`src/mbd_fifo.sv`:
```
// ============================================================================
// mbd_fifo: small register-based first-in first-out queue
// Holds up to DEPTH entries; the oldest entry is shown on o_data while
// o_empty is low. Push and pop may happen in the same cycle.
// ============================================================================
module mbd_fifo #(
    parameter int WIDTH = 8,
    parameter int DEPTH = 4
) (
    input  logic             i_clk,
    input  logic             i_rst_n,
    input  logic             i_push,
    input  logic [WIDTH-1:0] i_data,
    output logic             o_full,
    input  logic             i_pop,
    output logic [WIDTH-1:0] o_data,
    output logic             o_empty
);

    localparam int PTR_W = (DEPTH > 1) ? $clog2(DEPTH) : 1;
    localparam int CNT_W = $clog2(DEPTH + 1);

    logic [WIDTH-1:0] r_mem [DEPTH];
    logic [PTR_W-1:0] r_wr_ptr, n_wr_ptr;
    logic [PTR_W-1:0] r_rd_ptr, n_rd_ptr;
    logic [CNT_W-1:0] r_count,  n_count;
    logic             do_push, do_pop;

    assign o_full  = (r_count == CNT_W'(DEPTH));
    assign o_empty = (r_count == '0);
    assign o_data  = r_mem[r_rd_ptr];
    assign do_push = i_push && !o_full;
    assign do_pop  = i_pop && !o_empty;

    // Pointer and fill-count update with wrap at DEPTH.
    always_comb begin
        n_wr_ptr = r_wr_ptr;
        n_rd_ptr = r_rd_ptr;
        n_count  = r_count;
        if (do_push) begin
            n_wr_ptr = (r_wr_ptr == PTR_W'(DEPTH - 1)) ? '0 : r_wr_ptr + 1'b1;
        end
        if (do_pop) begin
            n_rd_ptr = (r_rd_ptr == PTR_W'(DEPTH - 1)) ? '0 : r_rd_ptr + 1'b1;
        end
        if (do_push && !do_pop) begin
            n_count = r_count + 1'b1;
        end else if (do_pop && !do_push) begin
            n_count = r_count - 1'b1;
        end
    end

    // Control state.
    always_ff @(posedge i_clk) begin
        if (!i_rst_n) begin
            r_wr_ptr <= '0;
            r_rd_ptr <= '0;
            r_count  <= '0;
        end else begin
            r_wr_ptr <= n_wr_ptr;
            r_rd_ptr <= n_rd_ptr;
            r_count  <= n_count;
        end
    end

    // Entry storage.
    always_ff @(posedge i_clk) begin
        if (do_push) begin
            r_mem[r_wr_ptr] <= i_data;
        end
    end

endmodule

```
`config.mk`:
```
export PLATFORM = sky130hd
export DESIGN_NAME = mbd_fifo
export DESIGN_NICKNAME = d
export VERILOG_FILES = /design/src/mbd_fifo.sv
export SDC_FILE = /design/constraint.sdc
export NUM_CORES = 1
export LEC_CHECK = 0
export ABC_CLOCK_PERIOD_IN_PS = 5200
export BUFFER_PORTS_ARGS = -buffer_cell sky130_fd_sc_hd__buf_2
export CAP_MARGIN = 40
export CORE_MARGIN = 5
export CORE_UTILIZATION = 55
export DETAILED_ROUTE_END_ITERATION = 10
export PLACE_DENSITY = 0.77
export SYNTH_ARGS = -nofsm -noshare
export SYNTH_HDL_FRONTEND = slang
export SYNTH_SLANG_ARGS = --single-unit
export TNS_END_PERCENT = 1
```
`constraint.sdc`:
```
create_clock -name i_clk -period 5.2 [get_ports i_clk]
set_input_delay 1.3 -clock i_clk [delete_from_list [all_inputs] [get_ports i_clk]]
set_output_delay 1.3 -clock i_clk [all_outputs]
set_load 0.05 [all_outputs]
```
==> implementation parameters, run 1 <==
Parameter                              Value

Die
  Row count    19
  Chip width    64.4 um
  Core area    0.00281 sq mm
  Top-level port count    22
  Initial Utilization    58.1%
  Die outline height    64.4 um
  Floorplan die area    0.00415 sq mm

CTS
  Post-cts resize count    0
  Register clock-pin slew on the reported worst setup and hold paths    110 ps
  Max H-tree Level    2
  Setup bufs post-CTS    0
  Number of sinks handled by clock tree synthesis    41
  Root cell of the clock tree    sky130_fd_sc_hd__clkbuf_4
  Inserted Clock Buffers    5
  Clk Latency, worst-skew pair    330 ps
  Hold bufs inserted after CTS    0
  TritonCTS clock tree    done
  CTS Buffer Depth    2

Cells and area
  Fraction of final layout cells with drive strength greater than 1    30.5%
  Highest-count cells in the layout ignoring fill and taps    32 x sky130_fd_sc_hd__edfxtp_1, 21 x sky130_fd_sc_hd__buf_2, 9 x sky130_fd_sc_hd__dfxtp_1, 8 x sky130_fd_sc_hd__mux4_2
  Final design utilization    65.3%
  Layout area overhead    12.4%
  Layout fillers    210
  Number of nets in the finished design    136
  Diode insertion count for antenna repair    0
  Most common cell after layout, fill and taps aside    sky130_fd_sc_hd__edfxtp_1
  Layout Cells excl Fill    149

STA
  RSZ-0062 raised after global routing    no
  Post-route setup TNS    0 ps
  Final period util    59.9%
  Final hold viol count    0
  Actual slew at the worst max-slew pin    642 ps
  Setup-failing EPs final    0
  Timing-limited maximum frequency    321 MHz
  Count of final max-slew check failures    0
  Crit path time final    3120 ps
  Max-slew headroom at the worst pin    56.9%
  Clock tree skew after final layout    5.49 ps

GRT
  Initial antenna violation count    0
  Total grt overflow    0
  Via count of the first global-routing pass    890
  Total GRT Usage    14.6%
  Wire length of the first global-routing pass    4350 um
  Largest net degree at the start of global routing    13

Power
  P_leak    0.000672 uW
  Maximum ir drop on the vdd rail    0.240 mV
  Power Density    523 mW/mm^2

Critical path
  Worst EP required    3900 ps
  Crit end category    output pin
  Data arrival time of the critical path    1820 ps
  Class of the most critical setup path    reg -> out
  Critical Path Max Stage Delay    680 ps
  Highest fanout seen on the critical path    8
  Cell with the biggest individual delay on the critical path    sky130_fd_sc_hd__dfxtp_1
  Kind of start point of the critical path    flop
  Worst path cell trace    mux4_2 -> buf_2
  Worst Reg-to-Reg Cells    7

Yosys
  Area contributors post-synth    sky130_fd_sc_hd__edfxtp_1 59%, sky130_fd_sc_hd__dfxtp_1 11%, sky130_fd_sc_hd__mux4_2 11%, sky130_fd_sc_hd__ha_1 4.6%, sky130_fd_sc_hd__and2_1 1.9%
  Yosys warnings    0
  Net count of the mapped netlist    112
  Synth top area share    58.9%
  Unique masters post-synth    23
  Synthesized area per cell    17.5 sq um
  Leading area contributor after synthesis    sky130_fd_sc_hd__edfxtp_1
  Number of cells produced by synthesis    93
  Register bit count reported by yosys    41
  Mapped cell area    0.00163 sq mm
  Sequential area share after synthesis    70.0%

Placement
  Dpl cells    141
  Count of buffers from port buffering    21
  Final estimated routing congestion in global placement    0.700
  DP HPWL    1730 um

Routing
  1st-iter DRT viols    43
  First-pass DRT Iterations    4
  Post-detailed-routing wire length    2500 um
  Number of vias in the routed layout    831
  Vias per cell    5.58
  Remaining antenna violation count    0
  Per-cell routed wire length    16.8 um
  DRC errors left    0

Hold path
  Number of cells traversed by the worst hold path    2
  Hold WC Path Type    reg -> reg

Run status
  Outcome    complete, no violations

Run
  Number of violations of the max-capacitance limit    0
-- layer usage --
| layer | global-route usage, % | vias up | part of all wire [%] |
|---|---|---|---|
| met1 | 16.9 | 401 | 42 |
| li1 | - | 405 | - |
| met2 | 24.2 | 19 | 51 |
| met5 | 0 | - | 0 |
| met4 | 7.92 | 0 | 2.2 |
| met3 | 4.49 | 6 | 4.6 |
-- flip-flops by register name (all words and copies together) (netlist names), named ones only --
signal    flops
r_count       3
r_wr_ptr      2
r_mem        32
r_rd_ptr      2
-- power breakdown --
| group | total, uW | internal, uW | leakage, uW | switching (uW) |
|---|---|---|---|---|
| Combinational | 319 | 112 | 0.000265 | 207 |
| Sequential | 447 | 403 | 0.000367 | 44.1 |
| Clock | 193 | 100 | 0.0000399 | 92.7 |
| Total | 959 | 615 | 0.000672 | 344 |
-- per-stage QoR --
stage	instance area, sq um	setup slack [ps]	power [uW]	hold WS [ps]
floorplan	1630	2400	706	468
global placement	1760	2110	763	487
detailed placement	1760	2000	778	512
CTS	1830	2000	974	535
global route	1830	1900	1020	550
finish	1830	2080	959	529
-- cell type report --
cell class | instances | area [sq um] | area share (%)
clock buffer | 6 | 41.3 | 2.25
clock inverter | 2 | 33.8 | 1.84
inverter | 3 | 11.3 | 0.615
multi-input combinational | 45 | 460 | 25.1
sequential | 41 | 1140 | 62.3
tap | 31 | 38.8 | 2.12
timing repair buffer | 21 | 105 | 5.74
-- cells in the mapped netlist --
cell and instances:
sky130_fd_sc_hd__buf_1 1, sky130_fd_sc_hd__nor3b_2 1, sky130_fd_sc_hd__a21boi_0 1, sky130_fd_sc_hd__o31ai_1 1
sky130_fd_sc_hd__or3_1 1, sky130_fd_sc_hd__nor2b_1 2, sky130_fd_sc_hd__clkbuf_1 1, sky130_fd_sc_hd__nand3_1 2
sky130_fd_sc_hd__mux4_2 8, sky130_fd_sc_hd__ha_1 6, sky130_fd_sc_hd__and2_1 5, sky130_fd_sc_hd__inv_1 3
sky130_fd_sc_hd__dfxtp_1 9, sky130_fd_sc_hd__nor3_1 1, sky130_fd_sc_hd__nand2_1 6, sky130_fd_sc_hd__xnor2_1 1
sky130_fd_sc_hd__edfxtp_1 32, sky130_fd_sc_hd__fa_1 1, sky130_fd_sc_hd__nor2_1 2, sky130_fd_sc_hd__xor2_1 1
sky130_fd_sc_hd__buf_2 2, sky130_fd_sc_hd__o21ai_0 3, sky130_fd_sc_hd__mux2i_1 3
-- cells by family after synthesis --
group                      after synthesis  synth area share [%]
muxes                                   11                  12.9
buffers and inverters                    7                  1.76
adders and majority gates                7                  5.83
and+or+nand+nor                         20                  6.60
DFF                                     41                  70.0
xor gates and xnor gates                 2                  1.07
AOI/OAI and AO/OA                        5                  1.84
-- worst max-delay path, delay by kind of cell, from the launching register on --
family   cells  cell delay (ps)
buf+inv      1              230
mux          1              570
flops        1              680
-- worst paths after layout --
path                            start                        to  slack, ps
max                              flop                 o_data[4]       2080
min          r_wr_ptr[0]$_SDFFE_PN0P_  r_wr_ptr[0]$_SDFFE_PN0P_        530
max reg2reg   r_count[1]$_SDFFE_PN0P_   r_count[2]$_SDFFE_PN0P_       2750
min reg2reg  r_wr_ptr[0]$_SDFFE_PN0P_  r_wr_ptr[0]$_SDFFE_PN0P_        530
(Power assumes the default switching activity.)
==> run 2, diff against run 1 <==
--- a/config.mk
+++ b/config.mk
@@ -5,13 +5,13 @@
 export SDC_FILE = /design/constraint.sdc
 export NUM_CORES = 1
 export LEC_CHECK = 0
-export ABC_CLOCK_PERIOD_IN_PS = 5200
+export ABC_CLOCK_PERIOD_IN_PS = 2630
 export BUFFER_PORTS_ARGS = -buffer_cell sky130_fd_sc_hd__buf_2
 export CAP_MARGIN = 40
 export CORE_MARGIN = 5
-export CORE_UTILIZATION = 55
+export CORE_UTILIZATION = 50
 export DETAILED_ROUTE_END_ITERATION = 10
-export PLACE_DENSITY = 0.77
+export PLACE_DENSITY = 0.74
 export SYNTH_ARGS = -nofsm -noshare
 export SYNTH_HDL_FRONTEND = slang
 export SYNTH_SLANG_ARGS = --single-unit
==> constraint.sdc (replaced) <==
create_clock -name i_clk -period 2.63 [get_ports i_clk]
set_input_delay 0.6575 -clock i_clk [delete_from_list [all_inputs] [get_ports i_clk]]
set_output_delay 0.6575 -clock i_clk [all_outputs]
set_load 0.05 [all_outputs]
==> run 2 against run 1 <==
Effect of this change: via count down 1.9%; critical path depth is 5 higher; non-clock buffer count grew 2; routed wire length decreased by 3.4%; sequential power rose by 92%; utilization is 5.2 points lower; clock-buffer cell count unchanged; critical path type is now reg -> reg; critical endpoint is now r_count[2]$_SDFFE_PN0P_; largest cell class unchanged; largest power group unchanged; highest routed layer unchanged.
==> implementation parameters, run 2 (synthesis results as in run 1) <==
Parameter                              Value

Routing
  Post-detailed-routing wire length    2410 um (-3.4%)
  Vias per cell    4.97 (-11%)
  DRC errors left    0 (unchanged)
  1st-iter DRT viols    71 (+65%)
  First-pass DRT Iterations    4 (unchanged)
  Number of vias in the routed layout    815 (-1.9%)
  Remaining antenna violation count    0 (unchanged)
  Per-cell routed wire length    14.7 um (-12%)

CTS
  Max H-tree Level    2 (unchanged)
  Clk Latency, worst-skew pair    350 ps (+20 ps)
  Root cell of the clock tree    sky130_fd_sc_hd__clkbuf_4
  Setup bufs post-CTS    0 (unchanged)
  Post-cts resize count    0 (unchanged)
  CTS Buffer Depth    2 (unchanged)
  TritonCTS clock tree    done
  Hold bufs inserted after CTS    0 (unchanged)
  Register clock-pin slew on the reported worst setup and hold paths    120 ps (about the same)
  Number of sinks handled by clock tree synthesis    41 (unchanged)
  Inserted Clock Buffers    5 (unchanged)

Critical path
  Terminus of the critical flop-to-flop path    r_count[2]$_SDFFE_PN0P_
  Class of the most critical setup path    reg -> reg
  Crit end category    flop
  Highest fanout seen on the critical path    5 (-3)
  Data arrival time of the critical path    2580 ps (+760 ps)
  Worst EP required    2920 ps (-980 ps)
  Critical register-to-register path startpoint    r_count[0]$_SDFFE_PN0P_
  Worst Reg-to-Reg Cells    7 (unchanged)
  Kind of start point of the critical path    flop
  Slack of the worst reg-to-reg path    340 ps (-2410 ps)

Die
  Die outline height    67.1 um (+4.1%)
  Top-level port count    22 (unchanged)
  Core area    0.00310 sq mm (+11%)
  Floorplan die area    0.00450 sq mm (+8.4%)
  Initial Utilization    52.5% (-5.6 points)
  Chip width    67.1 um (+4.1%)
  Row count    20 (+1)

GRT
  Largest net degree at the start of global routing    14 (+1)
  Wire length of the first global-routing pass    3940 um (-9.5%)
  Via count of the first global-routing pass    831 (-6.6%)
  Total grt overflow    0 (unchanged)
  Initial antenna violation count    0 (unchanged)
  Total GRT Usage    12.6% (-1.9 points)

Hold path
  Endpoint of the worst hold-timing path    r_mem[3][0]$_DFFE_PP_
  Hold WC Path Type    in -> reg
  Start point of the worst hold path    i_data[0]
  Number of cells traversed by the worst hold path    1 (-1)

Placement
  Count of buffers from port buffering    21 (unchanged)
  Dpl cells    156 (+11%)
  DP HPWL    1640 um (-5.2%)
  Final estimated routing congestion in global placement    0.651 (-7.0%)

Cells and area
  Diode insertion count for antenna repair    0 (unchanged)
  Max FFs per register    32 (unchanged)
  Number of nets in the finished design    138 (+1.5%)
  Biggest register    r_mem
  Largest registers    r_mem x32, r_count x3
  Layout Cells excl Fill    164 (+10%)
  Layout area overhead    14.4%
  Highest-count cells in the layout ignoring fill and taps    32 x sky130_fd_sc_hd__edfxtp_1, 21 x sky130_fd_sc_hd__buf_2, 9 x sky130_fd_sc_hd__dfxtp_1, 8 x sky130_fd_sc_hd__mux4_2
  Fraction of final layout cells with drive strength greater than 1    32.5% (+2.0 points)
  Most common cell after layout, fill and taps aside    sky130_fd_sc_hd__edfxtp_1

STA
  Max-slew headroom at the worst pin    64.2% (+7.4 points)
  Crit path time final    2290 ps
  RSZ-0062 raised after global routing    no
  Final period util    87.3%
  Count of final max-slew check failures    0 (unchanged)
  Post-route setup TNS    0 ps (unchanged)
  Timing-limited maximum frequency    436 MHz
  Setup-failing EPs final    0 (unchanged)
  Clock tree skew after final layout    14.6 ps (+9.13 ps)
  Actual slew at the worst max-slew pin    532 ps (-110 ps)
  Final hold viol count    0 (unchanged)

Power
  Maximum ir drop on the vdd rail    0.779 mV (+220%)
  Power Density    1020 mW/mm^2 (+96%)
  P_leak    0.000684 uW (+1.9%)

Run status
  Outcome    complete, no violations

Run
  Number of violations of the max-capacitance limit    0 (unchanged)
[run 2: per-layer routing]
layer / track usage [%] / share of wire (%) / up-vias
met4: 7.59 / 2.7 / 0
met1: 15.3 / 43 / 386
met2: 18.9 / 48 / 17
met5: 0 / 0 / -
li1: - / - / 404
met3: 5.06 / 5.8 / 8
[run 2: metrics by stage]
step                setup slack (ps)  total power [uW]  hold slack [ps]  cell area, sq um  util [%]
finish                           335              1910              512              1860      60.1
global placement                 401              1530              484              1790      57.6
detailed placement               330              1540              509              1790      57.6
global route                     142              2020              486              1860      60.1
CTS                              314              1930              505              1860      60.1
floorplan                        295              1400              468              1630         -
[run 2: how the worst max path moves through the flow]
stage / end / cells after the start / start / slack, ps
floorplan: r_count[2]$_SDFFE_PN0P_ / 9 / r_count[1]$_SDFFE_PN0P_ / 300
global placement: r_count[2]$_SDFFE_PN0P_ / 8 / i_pop / 400
detailed placement: r_count[2]$_SDFFE_PN0P_ / 8 / i_pop / 330
CTS: o_data[1] / 3 / flop / 310
global route: r_count[2]$_SDFFE_PN0P_ / 7 / r_count[0]$_SDFFE_PN0P_ / 140
finish: r_count[2]$_SDFFE_PN0P_ / 7 / r_count[0]$_SDFFE_PN0P_ / 340
[run 2: layout make-up]
cell class	count	area, sq um
Inverter	3	11.3
Sequential cell	41	1140
Timing Repair Buffer	23	120
Clock inverter	2	35.0
Clock buffer	6	41.3
Fill cell	256	1240
Multi-Input combinational cell	45	460
Tap cell	44	55.1
[run 2: critical path: stages, from the launching register on]
cell and delay (ps):
sky130_fd_sc_hd__dfxtp_1 390, sky130_fd_sc_hd__o31ai_1 510, sky130_fd_sc_hd__ha_1 290, sky130_fd_sc_hd__inv_1 60
sky130_fd_sc_hd__fa_1 380, sky130_fd_sc_hd__xor2_1 160, sky130_fd_sc_hd__or3_1 290, sky130_fd_sc_hd__a21boi_0 160
[run 2: where the power goes]
group | switching, uW | internal [uW] | total, uW | leakage [uW]
Clock | 194 | 199 | 393 | 0.0000422
Combinational | 428 | 232 | 661 | 0.000275
Sequential | 60.1 | 797 | 857 | 0.000367
