**config.mk**
```make
export PLATFORM = sky130hd
export DESIGN_NAME = mbd_front
export DESIGN_NICKNAME = d
export VERILOG_FILES = /design/src/mbd_pkg.sv /design/src/mbd_front.sv
export SDC_FILE = /design/constraint.sdc
export NUM_CORES = 1
export LEC_CHECK = 0
export ABC_CLOCK_PERIOD_IN_PS = 3300
export BUFFER_PORTS_ARGS = -buffer_cell sky130_fd_sc_hd__buf_2
export CORE_MARGIN = 1
export CORE_UTILIZATION = 53
export DETAILED_ROUTE_END_ITERATION = 10
export PLACE_DENSITY = 0.78
export SLEW_MARGIN = 20
export SYNTH_ARGS = -nofsm -noshare
export SYNTH_HDL_FRONTEND = slang
export SYNTH_SLANG_ARGS = --single-unit
```
**constraint.sdc**
```tcl
create_clock -name i_clk -period 3.3 [get_ports i_clk]
set_clock_uncertainty 0.15 [all_clocks]
set_input_delay 0.165 -clock i_clk [delete_from_list [all_inputs] [get_ports i_clk]]
set_output_delay 0.165 -clock i_clk [all_outputs]
set_load 0.03 [all_outputs]
```
**src/mbd_pkg.sv**
```systemverilog
// ============================================================================
// mbd_pkg: shared types and constants of the mipmap box downsampler
// Texel, result, pair-sum and work-request types, the register index codes
// and the helper that forms per-channel pair sums.
// ============================================================================
package mbd_pkg;

    // Configuration register indexes and port widths.
    localparam int CFG_INDEX_W = 2;
    localparam int CFG_DATA_W  = 13;
    localparam logic [CFG_INDEX_W-1:0] CFG_SOURCE_WIDTH  = 2'd0;
    localparam logic [CFG_INDEX_W-1:0] CFG_SOURCE_HEIGHT = 2'd1;

    // Largest source height that the row counter covers.
    localparam logic [12:0] MAX_HEIGHT = 13'd4096;

    // One source texel.
    typedef struct packed {
        logic [7:0] red;
        logic [7:0] green;
        logic [7:0] blue;
        logic [7:0] alpha;
    } t_texel;

    // One destination texel.
    typedef struct packed {
        logic [7:0] out_red;
        logic [7:0] out_green;
        logic [7:0] out_blue;
        logic [7:0] out_alpha;
        logic       level_done;
    } t_result;

    // Per-channel sum of a horizontal texel pair.
    typedef struct packed {
        logic [8:0] red;
        logic [8:0] green;
        logic [8:0] blue;
        logic [8:0] alpha;
    } t_pair;

    // What the back end does with a horizontal pair sum.
    typedef enum logic [1:0] {
        OP_STORE,
        OP_COMBINE,
        OP_DOUBLE
    } t_op;

    // One work request from the front end to the back end.
    typedef struct packed {
        t_op   op;
        t_pair hsum;
        logic  last;
    } t_work;

    // One configuration write request.
    typedef struct packed {
        logic                   valid;
        logic [CFG_INDEX_W-1:0] index;
        logic [CFG_DATA_W-1:0]  data;
    } t_cfg_req;

    // Adds two texels channel by channel into 9-bit sums.
    function automatic t_pair pair_add(input t_texel a, input t_texel b);
        t_pair s;
        s.red   = {1'b0, a.red}   + {1'b0, b.red};
        s.green = {1'b0, a.green} + {1'b0, b.green};
        s.blue  = {1'b0, a.blue}  + {1'b0, b.blue};
        s.alpha = {1'b0, a.alpha} + {1'b0, b.alpha};
        return s;
    endfunction

endpackage

```
**src/mbd_front.sv**
```systemverilog
// ============================================================================
// mbd_front: texel position tracking and horizontal pairing
// Holds the source dimensions, follows the column and row of each incoming
// texel, forms horizontal pair sums and hands them to the back end as work
// requests that say whether to store, combine or double them.
// ============================================================================
module mbd_front #(
    parameter int MAX_WIDTH = 4096,
    parameter int SLOT_W    = 11
) (
    input  logic                 i_clk,
    input  logic                 i_rst_n,
    input  mbd_pkg::t_cfg_req    i_cfg,
    input  logic                 i_accept,
    input  mbd_pkg::t_texel      i_texel,
    output logic                 o_work_push,
    output mbd_pkg::t_work       o_work,
    output logic [SLOT_W-1:0]    o_slot
);

    localparam int CW    = $clog2(MAX_WIDTH + 1);
    localparam int CNT_W = $clog2(MAX_WIDTH);
    localparam int XW    = (CW > 13) ? CW : 13;
    localparam int DEPTH = MAX_WIDTH / 2;

    logic [12:0]       r_src_width;
    logic [12:0]       r_src_height;
    logic [CNT_W-1:0]  r_col, n_col;
    logic [11:0]       r_row, n_row;
    mbd_pkg::t_texel   r_left;

    logic [CW-1:0]     w_eff;
    logic [12:0]       h_eff;
    logic [CW-1:0]     col_next;
    logic [12:0]       row_next;
    logic              is_w1, is_h1, have_h, keep;
    logic [CW-1:0]     dx, dw_m1;
    logic [12:0]       dy, dh_m1;
    logic [CNT_W-1:0]  slot_x;
    mbd_pkg::t_op      op;

    // Effective dimensions: zero reads as one, oversize saturates.
    always_comb begin
        if (r_src_width == '0) begin
            w_eff = CW'(1);
        end else if (XW'(r_src_width) > XW'(MAX_WIDTH)) begin
            w_eff = CW'(MAX_WIDTH);
        end else begin
            w_eff = CW'(r_src_width);
        end
        if (r_src_height == '0) begin
            h_eff = 13'd1;
        end else if (r_src_height > mbd_pkg::MAX_HEIGHT) begin
            h_eff = mbd_pkg::MAX_HEIGHT;
        end else begin
            h_eff = r_src_height;
        end
    end

    assign is_w1    = (w_eff == CW'(1));
    assign is_h1    = (h_eff == 13'd1);
    assign col_next = CW'(r_col) + CW'(1);
    assign row_next = {1'b0, r_row} + 13'd1;
    assign have_h   = is_w1 || r_col[0];

    // Horizontal pair sum: a lone column counts twice.
    assign o_work.hsum = is_w1 ? mbd_pkg::pair_add(i_texel, i_texel)
                               : mbd_pkg::pair_add(r_left, i_texel);

    // Vertical role of the pair; an odd trailing row is dropped.
    always_comb begin
        op   = mbd_pkg::OP_COMBINE;
        keep = 1'b1;
        priority if (is_h1) begin
            op = mbd_pkg::OP_DOUBLE;
        end else if (!r_row[0]) begin
            op   = mbd_pkg::OP_STORE;
            keep = (row_next < h_eff);
        end else begin
            op = mbd_pkg::OP_COMBINE;
        end
    end

    assign o_work.op   = op;
    assign o_work_push = i_accept && have_h && keep;

    // Last destination texel of the level.
    assign dx    = is_w1 ? '0 : CW'(r_col >> 1);
    assign dw_m1 = is_w1 ? '0 : (w_eff >> 1) - CW'(1);
    assign dy    = is_h1 ? '0 : {2'b00, r_row[11:1]};
    assign dh_m1 = is_h1 ? '0 : (h_eff >> 1) - 13'd1;
    assign o_work.last = (dx == dw_m1) && (dy == dh_m1);

    // Line-store slot of this column pair, bounded by the store depth.
    assign slot_x = r_col >> 1;
    assign o_slot = (CW'(slot_x) >= CW'(DEPTH)) ? SLOT_W'(DEPTH - 1) : SLOT_W'(slot_x);

    // Position advance in row-major order.
    always_comb begin
        if (col_next >= w_eff) begin
            n_col = '0;
            n_row = (row_next >= h_eff) ? '0 : row_next[11:0];
        end else begin
            n_col = col_next[CNT_W-1:0];
            n_row = r_row;
        end
    end

    // Registers and position counters; a write to the width or height register restarts the pass.
    always_ff @(posedge i_clk) begin
        if (!i_rst_n) begin
            r_src_width  <= 13'd1;
            r_src_height <= 13'd1;
            r_col        <= '0;
            r_row        <= '0;
        end else if (i_cfg.valid) begin
            if (i_cfg.index == mbd_pkg::CFG_SOURCE_WIDTH) begin
                r_src_width <= i_cfg.data;
                r_col       <= '0;
                r_row       <= '0;
            end else if (i_cfg.index == mbd_pkg::CFG_SOURCE_HEIGHT) begin
                r_src_height <= i_cfg.data;
                r_col        <= '0;
                r_row        <= '0;
            end
        end else if (i_accept) begin
            r_col <= n_col;
            r_row <= n_row;
        end
    end

    // Left texel of the pending pair.
    always_ff @(posedge i_clk) begin
        if (i_accept && !r_col[0]) begin
            r_left <= i_texel;
        end
    end

endmodule

```
==> run summary, run 1 <==
Run status - stopped before the end
Fail Step - 5_1_grt
Stop err - [ERROR GRT-0232] Routing congestion too high. Check the congestion heatmap in the GUI.
CTS Buf Count - 9
Post-synthesis mux area share - 6.48%
Main combinational cell family by area after synthesis - simple AND/OR/NAND/NOR gates
Syn Inst Count - 765
Post-Place Setup Slack - -144 ps
DIE HEIGHT - 113 µm
Buffers on Ports - 101
Global-route usage over all layers - 58.7%
Grt total ovfl - 2
Initial Util - 54.4%
Post-synthesis xor/xnor area fraction - 7.11%
Number of enable flip-flop cells after synthesis - 32
Root Buffer - clkbuf_16
Die width - 113 µm
Ys Warns - 0
Largest net degree at the start of global routing - 33
Cell row count - 40
Placed cell count - 1055
Asr flop ratio synth - 0%
Simple-gate share of the synthesized area - 20.1%
Synthesized flop and latch total - 82
Type of pin the worst path ends at - primary output
Crit. endpoint post-GRT repair - o_work[27]
Register area share after synthesis - 30.0%
Adder-cell share of the synthesized area - 13.1%
Ys flop type - dfxtp_1
Mapped Nets - 882
Post-synthesis compound-gate area fraction - 17.5%
Avg Cell Area, Syn - 8.54 µm²
H-tree depth - 3
Ports - 102
TritonCTS Sinks - 82
Yosys cell types - 61
Synthesized area - 6530 µm²
HPWL Detailed - 13400 µm
CTS Buffer Depth - 2
Placer Congestion - 0.979
-- per-stage QoR --
step | cell area, µm² | TNS [ps]
after global placement | 7860 | -10.8
after CTS | 9780 | -5010
after detailed placement | 7860 | -846
after floorplan | 6770 | -12.8
-- Yosys cell counts (2+ instances only) --
cell type  number  area share [%]
xor2_1         20             2.7
nor4_2          2            0.38
inv_1          39             2.2
o21bai_1        2            0.23
nor3_1          5            0.38
nor2b_1        21             2.0
mux2_2         34             5.9
a22o_1          6            0.80
o31ai_1        10             1.1
o2111ai_1       3            0.40
nand2b_1       14             1.3
xnor2_1        33             4.4
o21a_1          2            0.23
and3_1          9            0.86
nor2_1         34             2.0
nand4_1         8            0.77
a21oi_1        31             2.4
o21ai_0        45             3.4
nand3_1        28             2.1
ha_1           62              12
and2_1          4            0.38
or4_1           3            0.34
a21boi_0       29             3.3
fa_1            4             1.2
or4_4           2            0.34
a31oi_1         3            0.29
nand3b_1        3            0.34
buf_2           7            0.54
edfxtp_1       32              15
or3_1           3            0.29
mux2i_1         4            0.61
dfxtp_1        50              15
nor4_1          5            0.48
a21o_1         15             1.7
buf_4          13             1.5
o211ai_1       11             1.3
or2_2           6            0.57
nand2_1       116             6.7
o22ai_1         2            0.19
a2111oi_0       2            0.27
clkbuf_1       23             1.3
-- cell families after synthesis --
kind of cell             after synthesis
AND/OR/NAND/NOR                      270
AO/OA/AOI/OAI                        173
buffers and inverters                 83
flip-flops                            82
adder cells (fa/ha/maj)               66
XOR/XNOR                              53
multiplexers                          38
-- metal layers --
| metal | GRT usage, % | GRT overflow |
|---|---|---|
| met2 | 84.7 | 1 |
| met4 | 61.3 | 1 |
| met1 | 56.7 | 0 |
| met3 | 34.0 | 0 |
| met5 | 3.92 | 0 |
-- repair_timing --
action	4_1_cts
resized for setup	185
hold endpoints to repair	56
setup buffers	53
gates cloned	3
hold buffers	45
pin swaps	86
endpoints found under the setup margin	35
==> run 2: changes to the inputs <==
--- a/config.mk
+++ b/config.mk
@@ -5,12 +5,12 @@
 export SDC_FILE = /design/constraint.sdc
 export NUM_CORES = 1
 export LEC_CHECK = 0
-export ABC_CLOCK_PERIOD_IN_PS = 3300
+export ABC_CLOCK_PERIOD_IN_PS = 4290
 export BUFFER_PORTS_ARGS = -buffer_cell sky130_fd_sc_hd__buf_2
 export CORE_MARGIN = 1
-export CORE_UTILIZATION = 53
+export CORE_UTILIZATION = 40
 export DETAILED_ROUTE_END_ITERATION = 10
-export PLACE_DENSITY = 0.78
+export PLACE_DENSITY_LB_ADDON = 0.15
 export SLEW_MARGIN = 20
 export SYNTH_ARGS = -nofsm -noshare
 export SYNTH_HDL_FRONTEND = slang
==> constraint.sdc (replaced) <==
create_clock -name i_clk -period 4.29 [get_ports i_clk]
set_clock_uncertainty 0.15 [all_clocks]
set_input_delay 0.2145 -clock i_clk [delete_from_list [all_inputs] [get_ports i_clk]]
set_output_delay 0.2145 -clock i_clk [all_outputs]
set_load 0.03 [all_outputs]
==> run 2 against run 1 <==
Against the previous run: the flow now finishes without violations; synthesized cell count did not move; area after synthesis unchanged.
==> run summary, run 2 <==
Hold path endpoint - r_src_width[5]
Sequential share of power - 31.9%
Run status - completed (was stopped before the end)
Vias - 5840
Avg Cell Area, Syn - 8.54 µm² (unchanged)
Asr flop ratio synth - 0% (unchanged)
Yosys cell types - 61 (unchanged)
Switching power - 1.04 mW
Largest register FFs - 32
Tmin final - 3990 ps
Final Slew Violations - 0
Largest regs - r_left (32), r_src_height (13), r_src_width (13)
CP Launch Type - flop
Cell row count - 46 (was 40)
CTS Buf Count - 9 (unchanged)
CTS Buffer Depth - 2 (unchanged)
Most common cell after layout, fill and taps aside - nand2_1
Placed cell count - 1053 (was 1055)
Core area - 15900 µm²
HPWL Detailed - 12600 µm (was 13400 µm)
Hold Vio Cnt, Final - 0
Worst R2R Start - r_col[0]
Power, Total - 2.75 mW
Worst-path maximum fanout - 8
Top reg by flops - r_left
Avg WL per Cell - 14.8 µm
F_max - 250 MHz
Vias in the first global route - 5730
Syn Inst Count - 765 (unchanged)
Synthesized area - 6530 µm² (unchanged)
Worst-path clk slew - 60 ps
Max IR drop VDD - 0.000323 V
Top cell type's share of synthesized area - 15.3% (unchanged)
Worst hold-check path type - primary input to flop
Global-route usage over all layers - 20.8%
Tcrit/Tclk final - 93.1%
Routed vias/inst - 5.24
First-pass GRT wire length - 28000 µm
Number of fill cells in the layout - 1541
Commonest cells post-synth - nand2_1, ha_1, dfxtp_1 (unchanged)
Hold Startpoint - i_cfg[5]
DRT antenna net count - 0
Initial Util - 41.1% (was 54.4%)
Mapped Nets - 882 (unchanged)
Nets - 1010
Combinational Power Share - 42.3%
DRT iter0 DRCs - 400
Synth area leader - dfxtp_1 (unchanged)
Final setup violation count - 0
Largest net degree at the start of global routing - 33
Layout area overhead - 22.0%
Reg2reg end - r_col[11]
DIE HEIGHT - 130 µm (was 113 µm)
Flop2flop setup slack - 330 ps
Reg2reg path depth - 13
Ys flop type - dfxtp_1 (unchanged)
Cell Area, Placed - 7210 µm² (was 7860 µm²)
Synth top area cells - dfxtp_1, edfxtp_1, ha_1 (unchanged)
CP endpoint kind - output pin
Most frequent cells in the layout - nand2_1, buf_2, ha_1, dfxtp_1, dlygate4sd3_1
Setup Crit Path Kind - flop to output pin
Net Sw Frac - 37.7%
Number of enable flip-flop cells after synthesis - 32 (unchanged)
Pwr/cell area - 345 nW/µm²
Ys Warns - 0 (unchanged)
Worst hold path stage count - 3
WL final - 16500 µm
Clock Latency Late Sink - 340 ps
Fraction of layout cells with a size suffix above 1 - 21.3%
Fin Setup TNS - 0 ps
Register area share after synthesis - 30.0% (unchanged)
Design area - 7970 µm²
Synthesized flop and latch total - 82 (unchanged)
CP startpoint - r_src_width[4]
Worst Max-Slew Pin Slew - 988 ps
Final core utilization - 50.2%
Buffers on Ports - 101 (unchanged)
Remaining DRCs - 0
Post-Layout Cell Count - 1115
Initial antenna violation count - 2
Max-cap check violation count - 0
Leakage power - 3.50 nW
Clock tree from TritonCTS - yes
Full die area - 16800 µm²
Placer Congestion - 0.875 (was 0.979)
Die width - 130 µm (was 113 µm)
Root Buffer - clkbuf_16 (unchanged)
P_int - 1.72 mW
TritonCTS Sinks - 82 (unchanged)
TritonRoute pass-1 iters - 4
CP required - 3930 ps
Ports - 102 (unchanged)
Count leader, synth - nand2_1 (unchanged)
H-tree depth - 3 (unchanged)
Grt total ovfl - 0
Max-slew headroom - 34.0%
Clock power frac - 25.8%
Crit path DAT - 3630 ps
run 2: worst max-delay path: stages (launching register included):
cell and delay, ps:
dfxtp_2 370, nor4_4 350, nand4_1 250, nor2_4 240, buf_4 140, mux2_2 330
ha_1 190, inv_1 70, fa_1 200, nor2b_1 50, o21ai_0 210, a21boi_1 120
o21ai_1 140, nand2b_1 100, a21o_1 200, a21o_1 170, buf_2 170
run 2: power groups by stage:
stage	Clock (mW)	Sequential (mW)	Combinational, mW
2_1_floorplan	0	0.884	0.829
3_3_place_gp	0	0.893	1.09
3_5_place_dp	0	0.894	1.11
4_1_cts	0.725	0.878	1.16
5_1_grt	0.760	0.884	1.27
6_report	0.710	0.879	1.16
run 2: cells by family (layout without fill, tap and decap cells):
| group | count (synthesis) | in the layout | synth area share [%] |
|---|---|---|---|
| compound gates | 173 | 173 | 17.5 |
| flops | 82 | 82 | 30.0 |
| fa+ha+maj | 66 | 66 | 13.1 |
| mux | 38 | 38 | 6.48 |
| buf+inv | 83 | 215 | 5.65 |
| xor+xnor | 53 | 53 | 7.11 |
| other cells | 0 | 2 | 0 |
| simple gates | 270 | 270 | 20.1 |
run 2: what timing repair did:
action	in CTS	in global routing
endpoints found under the hold margin	43	0
buffers inserted	4	1
pin swaps	1	5
hold buffers	40	0
gates resized for setup	1	21
endpoints found under the setup margin	14	26
run 2: how the worst max path moves through the flow:
stage	endpoint	slack, ps	depth (start not counted)
after global routing	o_work_push	-30	13
after CTS	o_work[9]	50	16
after floorplan	o_work[7]	470	15
final	o_work[36]	300	16
after detailed placement	o_work[36]	50	14
after global placement	o_work[36]	250	14
run 2: through the flow:
step           setup slack, ps  hold slack (ps)
2_1_floorplan              466              163
6_report                   298             6.72
3_5_place_dp              48.4              276
5_1_grt                  -25.9             12.2
4_1_cts                   48.7             3.99
3_3_place_gp               246              272
run 2: area by class of cell:
cell class	count	area (µm²)	share of cell area, %
Antenna cell	2	5.00	0.0628
Multi-Input combinational cell	600	4260	53.4
Sequential cell	82	1960	24.7
Inverter	39	146	1.84
Tap cell	216	270	3.39
Timing Repair Buffer	161	1060	13.3
Clock buffer	11	243	3.05
Clock inverter	4	20.0	0.251
run 2: per-layer routing:
layer / share of wire, % / up-vias / global-route usage [%]
met5: 0.060 / - / 0
met4: 1.2 / 2 / 6.16
met3: 6.0 / 16 / 4.06
met2: 43 / 153 / 32.6
met1: 49 / 2704 / 29.0
li1: - / 2965 / -
Power figures use the tool's default switching activity.
==> run 3: changes to the inputs <==
--- a/config.mk
+++ b/config.mk
@@ -5,10 +5,12 @@
 export SDC_FILE = /design/constraint.sdc
 export NUM_CORES = 1
 export LEC_CHECK = 0
+export ABC_AREA = 1
 export ABC_CLOCK_PERIOD_IN_PS = 4290
 export BUFFER_PORTS_ARGS = -buffer_cell sky130_fd_sc_hd__buf_2
 export CORE_MARGIN = 1
-export CORE_UTILIZATION = 40
+export CORE_UTILIZATION = 55
+export CTS_CLUSTER_DIAMETER = 150
 export DETAILED_ROUTE_END_ITERATION = 10
 export PLACE_DENSITY_LB_ADDON = 0.15
 export SLEW_MARGIN = 20
==> run 3 against run 2 <==
Against the previous run: the run now ends with DRC left; routed wire length down 1.5%; largest power group unchanged; first-iteration DRC count shrank 5.0%; cell count is 8.1% higher; register-to-register slack better by 330 ps; worst setup slack about the same; clock power about the same; sequential power hardly changed; sequential share of layout area up 0.50 points; critical endpoint is now o_work[18].
==> run summary, run 3 <==
Placer Congestion - 0.926 (was 0.875)
Largest delay share family, worst path - simple AND/OR/NAND/NOR gates (unchanged)
Most common cell after layout, fill and taps aside - nand2_1 (unchanged)
Leakage power - 4.00 nW (was 3.50 nW)
RSZ-0062 raised after global routing - false
Reg2reg path depth - 17 (was 13)
Most frequent cells in the layout - nand2_1, inv_1, buf_2, nor2_1, ha_1 (was nand2_1, buf_2, ha_1, dfxtp_1, dlygate4sd3_1)
TritonRoute pass-1 iters - 8 (was 4)
P_int - 1.70 mW (was 1.72 mW)
Synthesized area - 6560 µm² (was 6530 µm²)
DRT iter0 DRCs - 380 (was 400)
TritonCTS Sinks - 82 (unchanged)
Count leader, synth - nand2_1 (unchanged)
Number of antenna cells inserted - 0 (was 2)
Remaining DRCs - 8 (was 0)
Worst R2R Start - r_col[0] (unchanged)
Crit path largest cell delay - 390 ps (was 370 ps)
Max-slew headroom - 42.5% (was 34.0%)
Asr flop ratio synth - 0% (unchanged)
Ys flop type - dfxtp_1 (unchanged)
Max IR drop VDD - 0.000201 V (was 0.000323 V)
Yosys cell types - 38 (was 61)
Routed vias/inst - 5.18 (was 5.24)
Worst hold-check path type - primary input to flop (unchanged)
H-tree depth - 3 (unchanged)
WL final - 16300 µm (was 16500 µm)
Buffers & Inverters on Critical Path - 3 (unchanged)
Core area - 11500 µm² (was 15900 µm²)
Fin Setup TNS - 0 ps (unchanged)
Top reg by flops - r_left (unchanged)
DIE HEIGHT - 111 µm (was 130 µm)
F_max - 250 MHz (about the same)
Largest net degree at the start of global routing - 39 (was 33)
Violated checks - DRC
Sequential share of power - 29.9% (was 31.9%)
Tcrit/Tclk final - 93.1% (about the same)
Post-Layout Cell Count - 1205 (was 1115)
Hold Startpoint - i_cfg[7] (was i_cfg[5])
Ports - 102 (unchanged)
Worst-path maximum fanout - 38 (was 8)
Worst-path clk slew - 60 ps (about the same)
Die width - 111 µm (was 130 µm)
Fraction of layout cells with a size suffix above 1 - 13.8% (was 21.3%)
Worst Max-Slew Pin Slew - 860 ps (was 988 ps)
Global-route usage over all layers - 27.4% (was 20.8%)
Cell row count - 39 (was 46)
Setup Crit Path Kind - flop to output pin (unchanged)
CP required - 3930 ps (about the same)
Avg WL per Cell - 13.5 µm (was 14.8 µm)
CP Cell Sequence - or2_1 > nor2_1 > nand2_2 > nand2_4 > o21ai_2 > nand2_1 > nor2_2 > nand3_4 > buf_12 > nand2_1 > nand2_1 > ha_1 > inv_1 > fa_1 > o21ai_1 > a21oi_1 > nor2_1 > nor2_1 > o21ai_0 > a21o_1 > buf_2 (was nor4_4 > nand4_1 > nor2_4 > buf_4 > mux2_2 > ha_1 > inv_1 > fa_1 > nor2b_1 > o21ai_0 > a21boi_1 > o21ai_1 > nand2b_1 > a21o_1 > a21o_1 > buf_2)
Largest regs - r_left (32), r_src_height (13), r_src_width (13) (unchanged)
Clock tree from TritonCTS - yes (unchanged)
CP Launch Type - flop (unchanged)
Run status - finished, violations left (was completed)
Vias - 6245 (was 5840)
Synth top area cells - dfxtp_1, edfxtp_1, nand2_1 (was dfxtp_1, edfxtp_1, ha_1)
Initial antenna violation count - 0 (was 2)
Combinational Power Share - 46.0% (was 42.3%)
Initial Util - 57.0% (was 41.1%)
Hold path endpoint - r_src_width[7] (was r_src_width[5])
DRT antenna net count - 0 (unchanged)
Synthesized flop and latch total - 82 (unchanged)
Synth area leader - dfxtp_1 (unchanged)
CTS Buffer Depth - 2 (unchanged)
Hold Vio Cnt, Final - 0 (unchanged)
Max-cap check violation count - 0 (unchanged)
Largest register FFs - 32 (unchanged)
CP endpoint kind - output pin (unchanged)
Clock power frac - 24.2% (was 25.8%)
Ys Warns - 0 (unchanged)
Tmin final - 3990 ps (about the same)
Vias in the first global route - 5952 (was 5730)
Reg2reg end - r_row[5] (was r_col[11])
Register area share after synthesis - 29.9% (was 30.0%)
Final Slew Violations - 0 (unchanged)
Number of enable flip-flop cells after synthesis - 32 (unchanged)
Placed cell count - 1141 (was 1053)
Final setup violation count - 0 (unchanged)
Buffers on Ports - 101 (unchanged)
Worst hold path stage count - 3 (unchanged)
Nets - 1174 (was 1010)
Commonest cells post-synth - nand2_1, inv_1, nor2_1 (was nand2_1, ha_1, dfxtp_1)
Flop2flop setup slack - 660 ps (was 330 ps)
Syn Inst Count - 930 (was 765)
Mapped Nets - 1047 (was 882)
Net Sw Frac - 42.2% (was 37.7%)
Pwr/cell area - 376 nW/µm² (was 345 nW/µm²)
Grt total ovfl - 0 (unchanged)
Avg Cell Area, Syn - 7.06 µm² (was 8.54 µm²)
CP max stage cell - fa_1 (was dfxtp_2)
Clock Latency Late Sink - 340 ps (about the same)
Full die area - 12400 µm² (was 16800 µm²)
Crit path DAT - 3630 ps (about the same)
Layout area overhead - 19.3% (was 22.0%)
HPWL Detailed - 11900 µm (was 12600 µm)
Switching power - 1.24 mW (was 1.04 mW)
First-pass GRT wire length - 27600 µm (was 28000 µm)
CTS Buf Count - 9 (unchanged)
Top cell type's share of synthesized area - 15.2% (was 15.3%)
Root Buffer - clkbuf_16 (unchanged)
run 3: cell types whose count changed after synthesis, moves of 24 or more:
cell,delta
a21boi_0,-29
nand2_1,+130
mux2_2,-34
nand3_1,+24
xor2_1,+27
nor2_1,+56
xnor2_1,-24
a21oi_1,+25
inv_1,+76
run 3: power by group through the flow:
| stage | registers, mW | clock network, mW | logic [mW] |
|---|---|---|---|
| 2_1_floorplan | 0.887 | 0 | 0.990 |
| 3_3_place_gp | 0.893 | 0 | 1.28 |
| 3_5_place_dp | 0.894 | 0 | 1.29 |
| 4_1_cts | 0.877 | 0.723 | 1.33 |
| 5_1_grt | 0.883 | 0.758 | 1.49 |
| 6_report | 0.879 | 0.711 | 1.35 |
run 3: logic make-up after synthesis:
kind of cell / Yosys count / synth area share, %
AND/OR/NAND/NOR: 433 / 27.8
XOR/XNOR: 56 / 7.47
flip-flops: 82 / 29.9
AO/OA/AOI/OAI: 138 / 11.4
buffers and inverters: 155 / 10.4
adder cells (fa/ha/maj): 66 / 13.0
run 3: worst max path at each step:
| stage | startpoint | end | slack [ps] | depth (start not counted) |
|---|---|---|---|---|
| final | r_src_width[2] | o_work[18] | 300 | 21 |
| after global routing | r_src_width[2] | o_work[18] | 20 | 21 |
| after CTS | r_src_width[5] | o_work[36] | 60 | 21 |
| after detailed placement | r_src_width[6] | o_work[36] | 440 | 22 |
| after global placement | r_src_width[5] | o_work[27] | 530 | 21 |
| after floorplan | r_src_width[6] | o_work[8] | 730 | 23 |
run 3: stage by stage:
stage               total power, mW  instance area, µm²  worst slack (ps)  hold slack [ps]  utilization, %
floorplan                      1.88                6560               727              163               -
global placement               2.17                7050               525              277            61.2
detailed placement             2.18                7050               438              277            61.2
CTS                            2.93                7750              55.8             15.7            67.3
global route                   3.13                7830              15.0             37.9            68.0
finish                         2.94                7830               297             32.6            68.0
run 3: per-layer routing:
metal | vias to the layer above | wire length, µm | GRT usage (%)
li1 | 3272 | - | -
met1 | 2781 | 7270 | 33.9
met2 | 157 | 7890 | 47.2
met3 | 35 | 733 | 4.87
met4 | 0 | 413 | 10.5
met5 | - | 0 | 0
run 3: tightest hold or removal path, stage by stage:
cell	delay [ps]
buf_2	100
nor2_1	50
nor2_1	110
run 3: repair_timing:
item | in CTS | in global routing
setup endpoints to repair | 0 | 12
endpoints found under the hold margin | 46 | 0
buffers inserted | 0 | 5
hold buffers | 43 | 0
resized for setup | 0 | 20
run 3: cell type report:
cell class | instances | area (µm²)
clock buffer | 11 | 233
clock inverter | 5 | 40.0
fill | 995 | 3690
inverter | 116 | 444
multi-input combinational | 693 | 3930
sequential | 82 | 1970
tap | 143 | 179
timing repair buffer | 155 | 1030
==> run 4: changes to the inputs <==
==> constraint.sdc (replaced) <==
create_clock -name i_clk -period 4.29 [get_ports i_clk]
set_clock_uncertainty 0.15 [all_clocks]
set_input_delay 0.6435 -clock i_clk [delete_from_list [all_inputs] [get_ports i_clk]]
set_output_delay 0.6435 -clock i_clk [all_outputs]
set_load 0.03 [all_outputs]
==> run 4 against run 3 <==
Against the previous run: the flow still finishes with violations (DRC); via count grew 0.29%; combinational power grew 13%; clock power rose by 11%; final area rose by 1.2%; critical path depth is 3 higher; first-iteration DRC count decreased by 6.3%; sequential cell count did not move; count of clock-buffer cells in the layout shrank 2; total power grew 8.2%; sequential power hardly changed; largest cell class unchanged; largest power group unchanged.
==> run summary, run 4 (synthesized netlist as in run 3, its figures left out) <==
Run status - finished, violations left (unchanged)
Violated checks - DRC (unchanged)
Hold WS - 322 ps (was 32.6 ps)
Buffers on Ports - 101 (unchanged)
Hold Vio Cnt, Final - 0 (unchanged)
TritonRoute pass-1 iters - 7 (was 8)
Sequential share of power - 27.5% (was 29.9%)
Placed cell count - 1145 (was 1141)
Fraction of layout cells with a size suffix above 1 - 20.1% (was 13.8%)
Grt total ovfl - 0 (unchanged)
CTS Buffer Depth - 2 (unchanged)
Met3 wire len - 647 µm (was 733 µm)
Top reg by flops - r_left (unchanged)
RSZ-0062 raised after global routing - true (was false)
CP Launch Type - flop (unchanged)
Fin Setup TNS - 0 ps (unchanged)
DIE HEIGHT - 111 µm (unchanged)
Reg2reg path depth - 17 (unchanged)
First-pass GRT wire length - 26200 µm (was 27600 µm)
Design area - 7920 µm² (was 7830 µm²)
Number of antenna cells inserted - 0 (unchanged)
Final setup violation count - 0 (unchanged)
H-tree depth - 3 (unchanged)
P_int - 1.87 mW (was 1.70 mW)
Max IR drop VDD - 0.000287 V (was 0.000201 V)
Layout area overhead - 20.7% (was 19.3%)
Power, Total - 3.18 mW (was 2.94 mW)
Worst hold path stage count - 2 (was 3)
Worst Max-Slew Pin Slew - 827 ps (was 860 ps)
Clock Latency Late Sink - 350 ps (was 340 ps)
Largest regs - r_left (32), r_src_height (13), r_src_width (13) (unchanged)
Post-Layout Cell Count - 1187 (was 1205)
Remaining DRCs - 8 (unchanged)
Initial Util - 57.0% (unchanged)
HPWL Detailed - 11700 µm (was 11900 µm)
Clock tree from TritonCTS - yes (unchanged)
Max-slew headroom - 44.7% (was 42.5%)
Hold buffers post-CTS - 0 (was 43)
CTS Buf Count - 9 (unchanged)
Final core utilization - 68.8% (was 68.0%)
Full die area - 12400 µm² (unchanged)
Largest net degree at the start of global routing - 33 (was 39)
Setup Crit Path Kind - flop to output pin (unchanged)
Routed vias/inst - 5.28 (was 5.18)
Net Sw Frac - 41.3% (was 42.2%)
Post-Place Setup Slack - 135 ps (was 438 ps)
Crit path DAT - 3470 ps (was 3630 ps)
Worst-path maximum fanout - 7 (was 38)
DRT antenna net count - 0 (unchanged)
TritonCTS Sinks - 82 (unchanged)
M1 wire length - 7540 µm (was 7270 µm)
Avg WL per Cell - 14.0 µm (was 13.5 µm)
Top Layer Used - met4 (unchanged)
Number of fill cells in the layout - 977 (was 995)
Tmin final - 4270 ps (was 3990 ps)
Most frequent cells in the layout - nand2_1, inv_1, buf_2, nor2_1, ha_1 (unchanged)
Worst-path clk slew - 60 ps (about the same)
WL final - 16600 µm (was 16300 µm)
Leakage power - 4.01 nW (was 4.00 nW)
Clock power frac - 24.9% (was 24.2%)
Core area - 11500 µm² (unchanged)
Die width - 111 µm (unchanged)
Ports - 102 (unchanged)
Root Buffer - clkbuf_16 (unchanged)
Most common cell after layout, fill and taps aside - nand2_1 (unchanged)
Vias - 6263 (was 6245)
Final Slew Violations - 0 (unchanged)
Cell Area, Placed - 7100 µm² (was 7050 µm²)
Max-cap check violation count - 0 (unchanged)
Worst hold-check path type - flop to flop (was primary input to flop)
Setup ws final - 23.7 ps (was 297 ps)
DRT iter0 DRCs - 356 (was 380)
CP required - 3500 ps (was 3930 ps)
F_max - 234 MHz (was 250 MHz)
Cell row count - 39 (unchanged)
Largest register FFs - 32 (unchanged)
Met2 wire length - 8110 µm (was 7890 µm)
Placer Congestion - 0.885 (was 0.926)
Global-route usage over all layers - 26.2% (was 27.4%)
Pwr/cell area - 402 nW/µm² (was 376 nW/µm²)
Switching power - 1.32 mW (was 1.24 mW)
Tcrit/Tclk final - 99.4% (was 93.1%)
Nets - 1156 (was 1174)
Combinational Power Share - 47.6% (was 46.0%)
CP endpoint kind - output pin (unchanged)
Vias in the first global route - 5708 (was 5952)
Initial antenna violation count - 0 (unchanged)
run 4: final cells by class:
| cell class | count | area (µm²) | share of cell area [%] |
|---|---|---|---|
| inverters | 116 | 444 | 5.61 |
| multi-input cells | 693 | 4130 | 52.1 |
| flip-flops and latches | 82 | 1980 | 25.0 |
| repair inverters | 1 | 5.00 | 0.0632 |
| well taps | 143 | 179 | 2.26 |
| clock buffers | 9 | 225 | 2.84 |
| repair buffers | 136 | 882 | 11.1 |
| clock inverters | 7 | 76.3 | 0.964 |
run 4: critical path, cell delays in order (launching register included):
cell     delay, ps
dfxtp_2        360
nor2_2          50
nand2_1        100
nor2_2          50
nand2_2        120
nand2_8         80
o21ai_4         90
nand2_2         90
nor2_4         150
nand3_4        170
inv_6          130
buf_12         120
nand2_2         50
nand2_2         70
ha_4           210
a21oi_2        140
nand2_1         90
a21o_1         170
a21oi_2        160
inv_1           90
a21oi_2        130
nor2_1          50
nor2_1         120
xor2_1         160
buf_4          180
run 4: worst paths after layout:
kind | startpoint | endpoint | slack [ps]
max | r_src_width[9] | o_work[8] | 20
min | r_src_width[0] | r_src_width[0] | 320
max reg2reg | r_col[0] | r_row[1] | 570
min reg2reg | r_src_width[0] | r_src_width[0] | 320
run 4: timing repair:
action,4_1_cts,5_1_grt
buffers inserted,6,16
resized for setup,22,58
cloned,1,3
pin swaps,1,14
endpoints found under the hold margin,0,0
setup endpoints to repair,12,12
run 4: routing by layer:
layer	track usage, %	vias to the layer above
met5	0	-
met4	8.74	0
met3	3.99	27
met2	44.8	122
met1	33.6	2867
li1	-	3247
run 4: power by group through the flow:
| stage | logic (mW) | clock network (mW) | registers (mW) |
|---|---|---|---|
| detailed placement | 1.30 | 0 | 0.891 |
| global placement | 1.30 | 0 | 0.890 |
| finish | 1.52 | 0.791 | 0.876 |
| floorplan | 0.990 | 0 | 0.887 |
| global route | 1.65 | 0.843 | 0.880 |
| CTS | 1.37 | 0.804 | 0.874 |
